==> config.mk <==
export PLATFORM = sky130hd
export DESIGN_NAME = cba_ram
export DESIGN_NICKNAME = d
export VERILOG_FILES = /design/src/rtl/cba_ram.sv
export SDC_FILE = /design/constraint.sdc
export NUM_CORES = 1
export LEC_CHECK = 0
export ABC_CLOCK_PERIOD_IN_PS = 1600
export BUFFER_PORTS_ARGS = -buffer_cell sky130_fd_sc_hd__buf_2
export CAP_MARGIN = 25
export CORE_MARGIN = 3
export CORE_UTILIZATION = 54
export DETAILED_ROUTE_END_ITERATION = 10
export MAX_ROUTING_LAYER = met4
export PLACE_DENSITY = 0.74
export SKIP_LAST_GASP = 1
export SLEW_MARGIN = 5
export SYNTH_ARGS = -nofsm -noshare
export SYNTH_HDL_FRONTEND = slang
export SYNTH_SLANG_ARGS = --single-unit
==> constraint.sdc <==
create_clock -name clk_i -period 1.6 [get_ports clk_i]
set_clock_uncertainty 0.1 [all_clocks]
set_input_delay 0.16 -clock clk_i [delete_from_list [all_inputs] [get_ports clk_i]]
set_output_delay 0.16 -clock clk_i [all_outputs]
set_load 0.02 [all_outputs]
==> src/rtl/cba_ram.sv <==
// generic single write port ram with registered read
`default_nettype none
module cba_ram #(
  parameter int unsigned WIDTH = 8,
  parameter int unsigned DEPTH = 16,
  localparam int unsigned AW = (DEPTH > 1) ? $clog2(DEPTH) : 1
) (
  input  wire logic             clk_i,
  input  wire logic             we_i,
  input  wire logic [AW-1:0]    waddr_i,
  input  wire logic [WIDTH-1:0] wdata_i,
  input  wire logic [AW-1:0]    raddr_i,
  output logic      [WIDTH-1:0] rdata_o
);

  logic [WIDTH-1:0] mem_q [DEPTH];

  always_ff @(posedge clk_i) begin
    if (we_i) begin
      mem_q[waddr_i] <= wdata_i;
    end
    rdata_o <= mem_q[raddr_i];
  end

endmodule
`default_nettype wire

; ---- Word-level counts from Yosys, hierarchy flattened
; Memories as Yosys holds them, arrays and structs flattened. A register that Yosys moved wholly into a read port is not among the register bits.
; Index checks and enable logic that the tools add are counted.
[word_totals]
regBits = 0
ramBits = 128
input_bits = 18
output_inout_bits = 8
word_cells = 3
memories = 1
[op_classes]
muxes = 2
[mem_list]
columns = memory, depth, word_bits, read_ports, rd_ports_with_merged_regs, write_ports, line
row1 = mem_q, 16, 8, 1, 1, 1, 16  ; logic [WIDTH-1:0] mem_q [DEPTH];
[op_table]
columns = operator, count
row1 = 2-to-1 mux 1 bit, 2

; ---- Depth between registers and ports, before layout
[depth]
word_depth = 2
ltp_mapped = 5

; ---- Worst setup path before layout
; OpenSTA, ideal clock, no wires.
[synth_timing]
path_type = input-to-reg
from = in waddr_i[2]
to = mem mem_q[0][0], enable pin
setup_ns = 0.383
arrival_ns = 1.270
required_ns = 1.117
path_slack_ns = -0.153
path_stages = 2
path_buffers = 0
cell_sequence = or3b_2 > nor3_1
[synth_rtl]
columns = item, line
row1 = start: declaration, 10  ; input wire logic [AW-1:0] waddr_i,
row2 = end: declaration, 16
; No word-level cell before the write port.

==> flow_summary.ini <==
[outcome]
status = completed

[floorplanning]
initial_core_util = 0.573
die_w_um = 104
dieArea_um2 = 10700
fp.dieH_um = 104
rows = 34
io_pins = 26
core-area_um2 = 8980

[power_and_ir_drop]
p_switching_mw = 1.61
pwr-share-seq = 0.492
intPower_mw = 6.54
pwr-share-comb = 0.052
ir_drop_mv = 0.674
clock_power_share = 0.456
p_sw_frac = 0.197
power_density_nw_per_um2 = 1300
fin_total_pwr_mw = 8.14
leakagePower_nw = 2.17

[timing]
drv_slew = 0
setup_viol = 0
rsz0062_at_grt = false
period_share = 0.937
tightestPinTransition_ns = 0.768
fmax_mhz = 667
fin_crit_ns = 1.50
setup_ws_ns = 0.101
hold_viol = 0
relSlewSlack = 0.487

[finish]
num_antenna_cells = 0
fillers = 571
fin_area_um2 = 6250
final_layout_size_suffix_gt1_frac = 0.327
final_nets = 317
area_delta_synth_final_pct = 21.5

[routing]
drc = 0
wl_mm = 9.42
dr.first_iter.drc_count = 206
dr_total_vias = 2546
dr.pass1.iters = 4
ant_nets = 0
post_drt_wl_per_cell_um = 21.5
viasPerCell = 5.81

[grt]
grt_usage = 0.196
grt_pass1_wl_mm = 14.9
grt_pass1_vias = 2653
antenna_found_initial = 0
grt_start_max_net_pins = 17
globalRouteOverflowTotal = 0

[logic_synthesis]
syn-num-nets = 247
ys_ff_latch = 136
avgSynthCellArea_um2 = 22.5
synth.distinct_cells = 19
ys_warn_count = 0
syn_area_um2 = 5150
netlist_instances = 229
yosysSeqAreaShare = 0.778

[setup_path]
cp.arrival_ns = 1.80
critPathCaptureType = register
crit_type = reg2reg
cp.required_ns = 1.90
r2r_slack_ns = 0.10
crit_slowest_cell = mux4_1
cp_cell_sequence = mux4_1 -> a22oi_1 -> nand2_1
cp-start-kind = register
cpPeakStageDelay_ns = 0.50
worstPathMaxFanout = 1

[placement]
numPortBuffers = 25
place_ws_ns = -0.0583
gp_congestion = 0.793
placed_cell_area_um2 = 5600
post-dp-hpwl_mm = 6.12

[cts]
numCtsBuffers = 17
clk_pin_slew_ns = 0.06
cts_resized = 0
cts_max_path_buffers = 2
cts_tree = done
cts.root.buffer_cell = clkbuf_8
numClockSinks = 136
htree_levels = 4
clk-insertion-delay-late_ns = 0.51

[flow_run]
maxCapViolCount = 0

[hold_path]
hold_path_class = in2reg
final timing paths:
path                                   start          end  cells after the start
worst max-delay path             mem_q[1][0]   rdata_o[0]                      3
worst min-delay path              waddr_i[1]  mem_q[0][2]                      3
worst max register to register   mem_q[1][0]   rdata_o[0]                      3
worst min register to register  mem_q[14][0]   rdata_o[0]                      3
flip-flops by register name, summed over array words and instances (netlist names):
register	cells
rdata_o	8
mem_q	128
routing by layer:
metal / track usage / routed length, um / vias to the layer above / share of wire
li1: - / - / 1117 / -
met3: 0.0423 / 586 / 21 / 0.062
met5: - / 0 / - / 0
met1: 0.258 / 3990 / 1303 / 0.42
met4: 0.0845 / 183 / 0 / 0.019
met2: 0.300 / 4660 / 105 / 0.50
cells in the final DEF (no fill, tap or decap):
cell and instances:
a22oi_1 16, buf_12 3, dfxtp_1 8, and2_1 1, and2b_1 1, clkinvlp_4 2, clkbuf_1 3, nand3_1 1
mux4_1 14, or3b_2 1, nor3_2 1, nor2b_1 1, mux4_2 18, clkbuf_16 16, clkbuf_8 1, inv_6 1
nor2_1 13, clkinv_4 2, buf_4 25, bufinv_16 3, nand2b_1 2, clkinv_2 4, nand3b_1 2, edfxtp_1 128
dlygate4sd3_1 8, buf_2 25, nor3_1 3, nand2_1 9
worst max-delay path, delay by kind of cell, from the launching register on:
family          cells  cell delay (ns)
compound gates      1             0.32
flops               1             0.38
mux                 1             0.50
simple gates        1             0.09
synthesized netlist by cell type:
library cell,instances,area [um^2]
edfxtp_1,128,3840
a22oi_1,16,120
nand2b_1,2,12.5
nor3_1,4,20.0
nor2_1,13,48.8
nand2_1,9,33.8
clkdlybuf4s25_2,3,30.0
mux4_2,18,405
dfxtp_1,8,160
or3b_2,1,8.76
mux4_1,14,368
nand3b_1,2,15.0
buf_6,3,33.8
nand3_1,1,5.00
and2_1,1,6.26
buf_4,1,7.51
and2b_1,1,7.51
nor2b_1,1,6.26
buf_2,3,15.0
kinds of logic (layout without fill, tap and decap cells):
logic type | count (synthesis) | after routing | synth area share
buf+inv | 10 | 93 | 0.0168
simple gates | 35 | 35 | 0.0318
flops | 136 | 136 | 0.778
compound gates | 16 | 16 | 0.0233
mux | 32 | 32 | 0.150
final cells by class:
| class | instances | area, um^2 | area share |
|---|---|---|---|
| clock buffer | 20 | 425 | 0.0680 |
| multi-input combinational | 83 | 1060 | 0.170 |
| sequential | 136 | 4000 | 0.640 |
| clock inverter | 12 | 151 | 0.0242 |
| timing repair buffer | 61 | 453 | 0.0724 |
| tap | 126 | 158 | 0.0252 |
metrics by stage:
step | setup TNS [ns] | instances | hold slack (ns) | utilization
after floorplan | 0 | 229 | 0.159 | -
after global placement | -0.126 | 398 | 0.439 | 0.624
after detailed placement | -0.145 | 398 | 0.459 | 0.624
after CTS | 0 | 438 | 0.0591 | 0.697
after global routing | 0 | 438 | 0.0849 | 0.697
final | 0 | 438 | 0.0881 | 0.697
power by group through the flow:
stage	Combinational, mW	Clock (mW)	Sequential (mW)
after floorplan	0.202	0	4.10
after global placement	0.394	0	4.08
after detailed placement	0.405	0	4.08
after CTS	0.424	3.79	4.01
after global routing	0.457	3.94	4.01
final	0.421	3.72	4.01
what timing repair did:
item	in CTS	in global routing
hold buffers	8	0
hold endpoints to repair	128	0
buffers inserted	0	0
Power figures use the tool's default switching activity.
