## src/rtl/cba_pkg.sv

```systemverilog
// shared types and constants of the cubic bezier half-arc-length point block
`default_nettype none
package cba_pkg;

  localparam int unsigned SAMPLES_DEF   = 24;
  localparam int unsigned FRAC_BITS_DEF = 16;

  localparam int unsigned COORD_W = 32;
  localparam int unsigned LEN_W   = 48;  // length sums
  localparam int unsigned CHORD_W = 33;  // one chord length
  localparam int unsigned DEN_W   = 34;  // divisor of the shared unit
  localparam int unsigned RAD_W   = 66;  // square root radicand
  localparam int unsigned ROOT_W  = 34;
  localparam int unsigned REM_W   = 36;

  typedef enum logic {
    OP_DIV,
    OP_SQRT
  } cba_op_e;

  typedef enum logic [3:0] {
    ST_IDLE,
    ST_MAC,
    ST_DIV_GO,
    ST_DIV_WAIT,
    ST_SQ,
    ST_SQRT_GO,
    ST_SQRT_WAIT,
    ST_W_RD,
    ST_W_CHK,
    ST_F_WAIT,
    ST_P_A,
    ST_P_B,
    ST_P_C,
    ST_LX,
    ST_LY,
    ST_OUT
  } cba_state_e;

  typedef struct packed {
    logic signed [31:0] start_x;
    logic signed [31:0] start_y;
    logic signed [31:0] out_dx;
    logic signed [31:0] out_dy;
    logic               has_out;
    logic signed [31:0] in_dx;
    logic signed [31:0] in_dy;
    logic               has_in;
    logic signed [31:0] end_x;
    logic signed [31:0] end_y;
  } cba_in_t;

  typedef struct packed {
    logic signed [31:0] mid_x;
    logic signed [31:0] mid_y;
  } cba_res_t;

endpackage
`default_nettype wire

```

## src/rtl/cba_iter.sv

```systemverilog
// bit-serial shared unit: restoring divide and rounded square root
`default_nettype none
module cba_iter import cba_pkg::*; #(
  parameter int unsigned OPA_W = 66
) (
  input  wire logic             clk_i,
  input  wire logic             rst_ni,
  input  wire logic             start_i,
  input  wire cba_op_e          op_i,
  input  wire logic [OPA_W-1:0] opa_i,
  input  wire logic [DEN_W-1:0] den_i,
  output logic                  done_o,
  output logic      [OPA_W-1:0] res_o
);

  localparam int unsigned CW = $clog2(OPA_W + 1);

  logic             busy_q, busy_d, done_q, done_d;
  cba_op_e          op_q, op_d;
  logic [CW-1:0]    cnt_q, cnt_d;
  logic [OPA_W-1:0] opa_q, opa_d;
  logic [REM_W-1:0] rem_q, rem_d, rem_sh, rem_s2, trial;
  logic [ROOT_W-1:0] root_q, root_d;
  logic [DEN_W-1:0] den_q, den_d;

  always_comb begin
    busy_d = busy_q;
    done_d = 1'b0;
    op_d   = op_q;
    cnt_d  = cnt_q;
    opa_d  = opa_q;
    rem_d  = rem_q;
    root_d = root_q;
    den_d  = den_q;
    rem_sh = {rem_q[REM_W-2:0], opa_q[OPA_W-1]};
    rem_s2 = {rem_q[REM_W-3:0], opa_q[OPA_W-1:OPA_W-2]};
    trial  = {root_q, 2'b01};
    if (start_i) begin
      busy_d = 1'b1;
      op_d   = op_i;
      den_d  = den_i;
      rem_d  = '0;
      root_d = '0;
      if (op_i == OP_DIV) begin
        opa_d = opa_i;
        cnt_d = CW'(OPA_W);
      end else begin
        opa_d = opa_i << (OPA_W - RAD_W);
        cnt_d = CW'(RAD_W / 2);
      end
    end else if (busy_q) begin
      if (cnt_q == '0) begin
        // final rounding step of the root
        if (op_q == OP_SQRT && rem_q > REM_W'(root_q)) begin
          root_d = root_q + ROOT_W'(1);
        end
        busy_d = 1'b0;
        done_d = 1'b1;
      end else begin
        cnt_d = cnt_q - CW'(1);
        unique case (op_q)
          OP_DIV: begin
            if (rem_sh >= REM_W'(den_q)) begin
              rem_d = rem_sh - REM_W'(den_q);
              opa_d = {opa_q[OPA_W-2:0], 1'b1};
            end else begin
              rem_d = rem_sh;
              opa_d = {opa_q[OPA_W-2:0], 1'b0};
            end
          end
          OP_SQRT: begin
            opa_d = {opa_q[OPA_W-3:0], 2'b00};
            if (rem_s2 >= trial) begin
              rem_d  = rem_s2 - trial;
              root_d = {root_q[ROOT_W-2:0], 1'b1};
            end else begin
              rem_d  = rem_s2;
              root_d = {root_q[ROOT_W-2:0], 1'b0};
            end
          end
          default: ;
        endcase
      end
    end
  end

  always_ff @(posedge clk_i or negedge rst_ni) begin
    if (!rst_ni) begin
      busy_q <= 1'b0;
      done_q <= 1'b0;
      cnt_q  <= '0;
      op_q   <= OP_DIV;
    end else begin
      busy_q <= busy_d;
      done_q <= done_d;
      cnt_q  <= cnt_d;
      op_q   <= op_d;
    end
  end

  always_ff @(posedge clk_i) begin
    opa_q  <= opa_d;
    rem_q  <= rem_d;
    root_q <= root_d;
    den_q  <= den_d;
  end

  assign done_o = done_q;
  assign res_o  = (op_q == OP_DIV) ? opa_q : OPA_W'(root_q);

endmodule
`default_nettype wire

```

## config.mk

```make
export PLATFORM = sky130hd
export DESIGN_NAME = cba_iter
export DESIGN_NICKNAME = d
export VERILOG_FILES = /design/src/rtl/cba_pkg.sv /design/src/rtl/cba_iter.sv
export SDC_FILE = /design/constraint.sdc
export NUM_CORES = 1
export LEC_CHECK = 0
export ABC_AREA = 1
export BUFFER_PORTS_ARGS = -buffer_cell sky130_fd_sc_hd__buf_2
export CAP_MARGIN = 5
export CORE_MARGIN = 2
export CORE_UTILIZATION = 35
export DETAILED_ROUTE_END_ITERATION = 8
export MAX_ROUTING_LAYER = met4
export PLACE_DENSITY_LB_ADDON = 0.25
export SLEW_MARGIN = 20
export SYNTH_ARGS = -nofsm -noshare
export SYNTH_HDL_FRONTEND = slang
export SYNTH_SLANG_ARGS = --single-unit
```

## constraint.sdc

```tcl
create_clock -name clk_i -period 3.05 [get_ports clk_i]
set_clock_uncertainty 0.05 [all_clocks]
set_input_delay 0.305 -clock clk_i [delete_from_list [all_inputs] [get_ports clk_i]]
set_output_delay 0.305 -clock clk_i [all_outputs]
set_load 0.02 [all_outputs]
```

## After elaboration in Yosys (flattened, before gate mapping)

Index checks and enable logic that the tools add are counted.

| storage, ports and cells | value |
|---|---|
| latch bits | 0 |
| memories | 0 |
| input bits | 104 |
| ROM bits | 0 |
| logic and storage cells | 49 |
| RAM bits | 0 |
| register bits | 180 |

| cells by class | value |
|---|---|
| $mul | 0 |
| bitwise operators | 2 |
| multiplexer cells | 23 |
| order comparisons | 3 |
| equality and inequality tests | 2 |
| divide/modulo/power cells | 0 |
| reductions and logical operators | 7 |
| shifts and indexed selects | 0 |
| add/subtract/negate cells | 4 |

Operators with widths:

| operator | number |
|---|---|
| $mux 66 | 4 |
| $pmux 66 s2 | 1 |
| $mux 34 | 3 |
| $mux 36 | 2 |
| $pmux 36 s2 | 1 |
| $ge 36x34->1 | 1 |
| $ge 36x36->1 | 1 |
| $gt 36x34->1 | 1 |
| $sub 36x34->36 | 1 |
| $sub 36x36->36 | 1 |
| $add 34x1->34 const B | 1 |
| $mux 7 | 4 |
| $mux 1 | 8 |
| $logic_not 7->1 | 1 |
| $sub 7x1->7 const B | 1 |
| $reduce_and 2->1 | 2 |
| $reduce_bool 2->1 | 2 |
| $reduce_and 3->1 | 1 |
| $ne 2x1->1 const B | 1 |
| $ne 2x2->1 const B | 1 |
| $not 1->1 | 2 |
| $logic_and 1x1->1 | 1 |

## Longest topological paths before layout

| logic depth | value |
|---|---|
| word-level depth | 6 |
| depth in mapped cells | 20 |
| gate-level depth less buffers | 19 |

## Worst setup path before layout

No wires, ideal clock.

| path | value |
|---|---|
| path type | register to register |
| start | register cnt_q[0] |
| end | register opa_q[0] (enable) |
| setup slack | 0.148 ns |
| path buffers | 0 |
| arrival time | 2.430 ns |
| required time | 2.578 ns |
| clock period less this slack | 2.902 ns |
| library setup time | 0.422 ns |
| cell stages (with the launch flop) | 9 |
| cells stage by stage | dfrtp_1 inv_1 ha_1 nand2_1 or3_4 nor2_8 nor2_4 nor2_4 inv_1 |

| between the ends | value |
|---|---|
| cells in the longest elaborated chain, start to end | 3 |

RTL lines:

| what | line | source |
|---|---|---|
| start: declaration | cba_iter.sv:20 | `logic [CW-1:0] cnt_q, cnt_d;` |
| start signal: assignment | cba_iter.sv:96 | `cnt_q <= cnt_d;` |
| $logic_not 7->1 | cba_iter.sv:52 | `if (cnt_q == '0) begin` |
| $ne 2x2->1 (no line) | n/a |  |
| $reduce_and 2->1 (no line) | n/a |  |
| end signal: assignment | cba_iter.sv:102 | `opa_q <= opa_d;` |
| end: declaration | cba_iter.sv:21 | `logic [OPA_W-1:0] opa_q, opa_d;` |

No other way between the ends.
A chain may end at the register's enable or synchronous reset.

## Final worst setup path

| path | value |
|---|---|
| start | register root_q[30] |
| end | register root_q[3] |

| between the ends | value |
|---|---|
| cells in the longest elaborated chain, start to end | 4 |

RTL lines:

| what | line | source |
|---|---|---|
| start: declaration | cba_iter.sv:23 | `logic [ROOT_W-1:0] root_q, root_d;` |
| start signal: assignment | cba_iter.sv:104 | `root_q <= root_d;` |
| $gt 36x34->1 | cba_iter.sv:54 | `if (op_q == OP_SQRT && rem_q > REM_W'(root_q)) begin` |
| $logic_and 1x1->1 | cba_iter.sv:54 |  |
| $ne 2x1->1 (no line) | n/a |  |
| $reduce_and 3->1 (no line) | n/a |  |

No other way between the ends.

==> metrics <==
routed len/inst 16.60 um; vias per cell 4.930; Critical Path Slowest Stage Cell o21ai_0; Syn Nets 2731; critical-path maximum fanout 8; vias in the first global route 15.71k; CP Cell Sequence inv_1, ha_1, nand2_1, o21ai_0, nand2_1, nand2_1, nor2_1, nand3_2, nand3_1, nand2_1, nand3_2, buf_4, nand2_1, nand2_1, nor2_1; commonest non-fill, non-tap cell in the layout nand2_1; largest net degree at the start of global routing 63; final hold vios 0; NetSw 9.519 mW; Longest Clk Path Bufs 2; area grow syn2layout 17.07%; Initial Utilization 35.25%; Min Hold Slack 0.03240 ns; count of cell types in the netlist 52; f_max 348.2 MHz; CTS tree yes; Ys Warns 0; Fillers 4909; Power Density 949.8 mW/mm^2; Nets 2930; gpl congestion 0.9863; Power, Total 17.67 mW; die area 0.04713 sq mm; combinational share of power 65.6%; status completed; final wirelength 55860 um; Finish-stage setup viols 0; Crit path max-delay family simple AND/OR/NAND/NOR gates; initial antenna violation count 1; ys flop type edfxtp_1; sequential share of power 21.1%; Max Slew Vio Count 0; cell-internal power 8.155 mW; Max-cap violations 0; Lkg Pwr 9.692 nW; Die Width 217.1 um; most frequent CP cell nand2_1; Detail Route Antenna Nets 0; first-pass GRT wire length 86520 um; gr ovfl total 0; WS Path Type flop to flop; Root Driver clkbuf_16; IO Pins 171; Total Neg Setup Slack 0 ns; ratio of cells with drive above 1 in the final layout 11.10%; Mapped Cells 2553; Clk pwr share 13.3%; die height 217.1 um; 1st-pass router iterations 5; Seq/Total Area, Yosys 29.28%; number of port buffers 170; Crit path arrival time 3.26 ns; CP Capture Type flop; Sw Ratio 53.86%; clock sink total 180; Min-Delay Path Class input pin to flop; vias 16.59k; Slew HR 54.82%; Worst-path clk slew 0.08 ns; Final period util 94.15%; Slew @ Worst Pin 0.6776 ns; all-layer global routing usage 24.60%; core area 0.04509 sq mm; synthesized area 0.01589 sq mm; EDFF count, synth 100; Tmin final 2.872 ns; Clock Latency Late Sink 0.51 ns; detailed placement HPWL 44770 um; crit start category flop; H-tree depth 4; max incr delay on CP 0.51 ns; CP required 3.44 ns; CP bufs+invs 2; antenna diode count 0; Yosys reg bits 180; Synth Area per Inst 6.226 sq um; Async SR Flop Fraction 5.556%; Rows 78; DRC 0; Num CTS Buffers 17; drt initial violations 1319; most frequent cells in the layout 888 x nand2_1, 426 x inv_1, 263 x nor2_1; RSZ-0062 raised after global routing true; VDD IR max 547.4 uV
state kept, by name, indices dropped and copies added, names as in the netlist:
| register | cells |
|---|---|
| op_q | 1 |
| den_q | 34 |
| opa_q | 66 |
| cnt_q | 7 |
| done_o | 1 |
| rem_q | 36 |
| root_q | 34 |
| busy_q | 1 |
kinds of logic (layout without fill, tap and decap cells):
group | after synthesis | in the layout | synth area share [%]
DFF | 180 | 180 | 29.28
AOI/OAI and AO/OA | 286 | 286 | 11.19
adders and majority gates | 74 | 74 | 5.873
xor gates and xnor gates | 63 | 63 | 3.472
buffers and inverters | 523 | 735 | 13.02
and+or+nand+nor | 1427 | 1427 | 37.16
final timing paths:
check	start	slack, ns	cells after the start	to
worst max register to register	root_q[30]$_SDFFE_PP0P_	0.18	15	root_q[3]$_SDFFE_PP0P_
worst min-delay path	opa_i[55]	0.03	3	opa_q[55]$_DFFE_PP_
max in group asynchronous	rst_ni	2.59	2	op_q$_DFFE_PN0P_
worst min register to register	rem_q[35]$_SDFFE_PP0P_	0.40	2	rem_q[35]$_SDFFE_PP0P_
worst max-delay path	root_q[30]$_SDFFE_PP0P_	0.18	15	root_q[3]$_SDFFE_PP0P_
min in group asynchronous	rst_ni	0.14	2	op_q$_DFFE_PN0P_
per-layer routing:
| layer | track usage, % | part of all wire (%) | wire, um | vias to the layer above |
|---|---|---|---|---|
| met5 | - | 0 | 0 | - |
| met2 | 38.33 | 45 | 25220 | 419 |
| met4 | 7.466 | 2.1 | 1167 | 0 |
| met3 | 3.522 | 5.0 | 2785 | 56 |
| met1 | 33.02 | 48 | 26690 | 7601 |
| li1 | - | - | - | 8512 |
final cells by class:
type                       count  area (sq um)  area share [%]
sequential                   180          4658           25.03
inverter                     436          1643           8.829
multi-input combinational   1850          9184           49.35
tap                          600         750.7           4.034
clock inverter                13         151.4          0.8136
clock buffer                  19         442.9           2.380
timing repair buffer         267          1778           9.555
repair_timing:
item                                   in CTS  in global routing
hold buffers                               47                  0
endpoints found under the hold margin      56                  0
buffers inserted                            0                  1
setup endpoints to repair                   0                 37
resized for setup                           0                  6
power by group through the flow:
stage          clock network [mW]  registers, mW  logic, mW
2_1_floorplan                   0           3.53       8.25
3_3_place_gp                    0           3.78       11.3
3_5_place_dp                    0           3.78       11.3
4_1_cts                      2.43           3.73       11.4
5_1_grt                      2.51           3.78       13.0
6_report                     2.35           3.72       11.6
through the flow:
| stage | cells | worst slack (ns) | utilization [%] | instance area, sq um |
|---|---|---|---|---|
| floorplan | 2553 | 0.1479 | - | 15890 |
| global placement | 3285 | 0.2380 | 38.82 | 17500 |
| detailed placement | 3285 | 0.2172 | 38.82 | 17500 |
| CTS | 3364 | 0.1740 | 41.18 | 18570 |
| global route | 3365 | -0.06498 | 41.27 | 18610 |
| finish | 3365 | 0.1784 | 41.27 | 18610 |
synth_stat cells, types with 2 or more instances:
cell,number,share of area [%]
xnor2_1,17,0.94
nand4_1,18,0.71
nand2_1,889,21
buf_2,22,0.69
clkinv_1,3,0.071
ha_1,73,5.7
o221ai_1,63,3.5
a21oi_1,87,2.7
and3_1,3,0.12
inv_2,5,0.12
xor2_1,46,2.5
o211ai_1,19,0.90
buf_4,5,0.24
nand3b_1,10,0.47
nor2_4,5,0.35
buf_6,8,0.57
clkbuf_1,45,1.1
nand2_2,10,0.39
a21oi_2,4,0.22
nand3_2,5,0.31
o21bai_1,8,0.38
edfxtp_1,100,19
nor2_1,264,6.2
o21ai_0,87,2.7
nor2_2,12,0.47
o22ai_1,3,0.12
o21ai_1,8,0.25
nand3_1,170,5.4
a31oi_1,3,0.12
inv_1,428,10
dfxtp_1,70,8.8
buf_1,7,0.17
nor4_1,2,0.079
dfrtp_1,10,1.6
nor3_1,27,0.85
worst register-to-register path: stages (launching register included):
cell     delay (ns)
dfxtp_1        0.36
inv_1          0.12
ha_1           0.38
nand2_1        0.17
o21ai_0        0.51
nand2_1        0.10
nand2_1        0.10
nor2_1         0.08
nand3_2        0.09
nand3_1        0.07
nand2_1        0.09
nand3_2        0.21
buf_4          0.27
nand2_1        0.06
nand2_1        0.05
nor2_1         0.11
No activity file was read; power rests on OpenSTA's default activity.
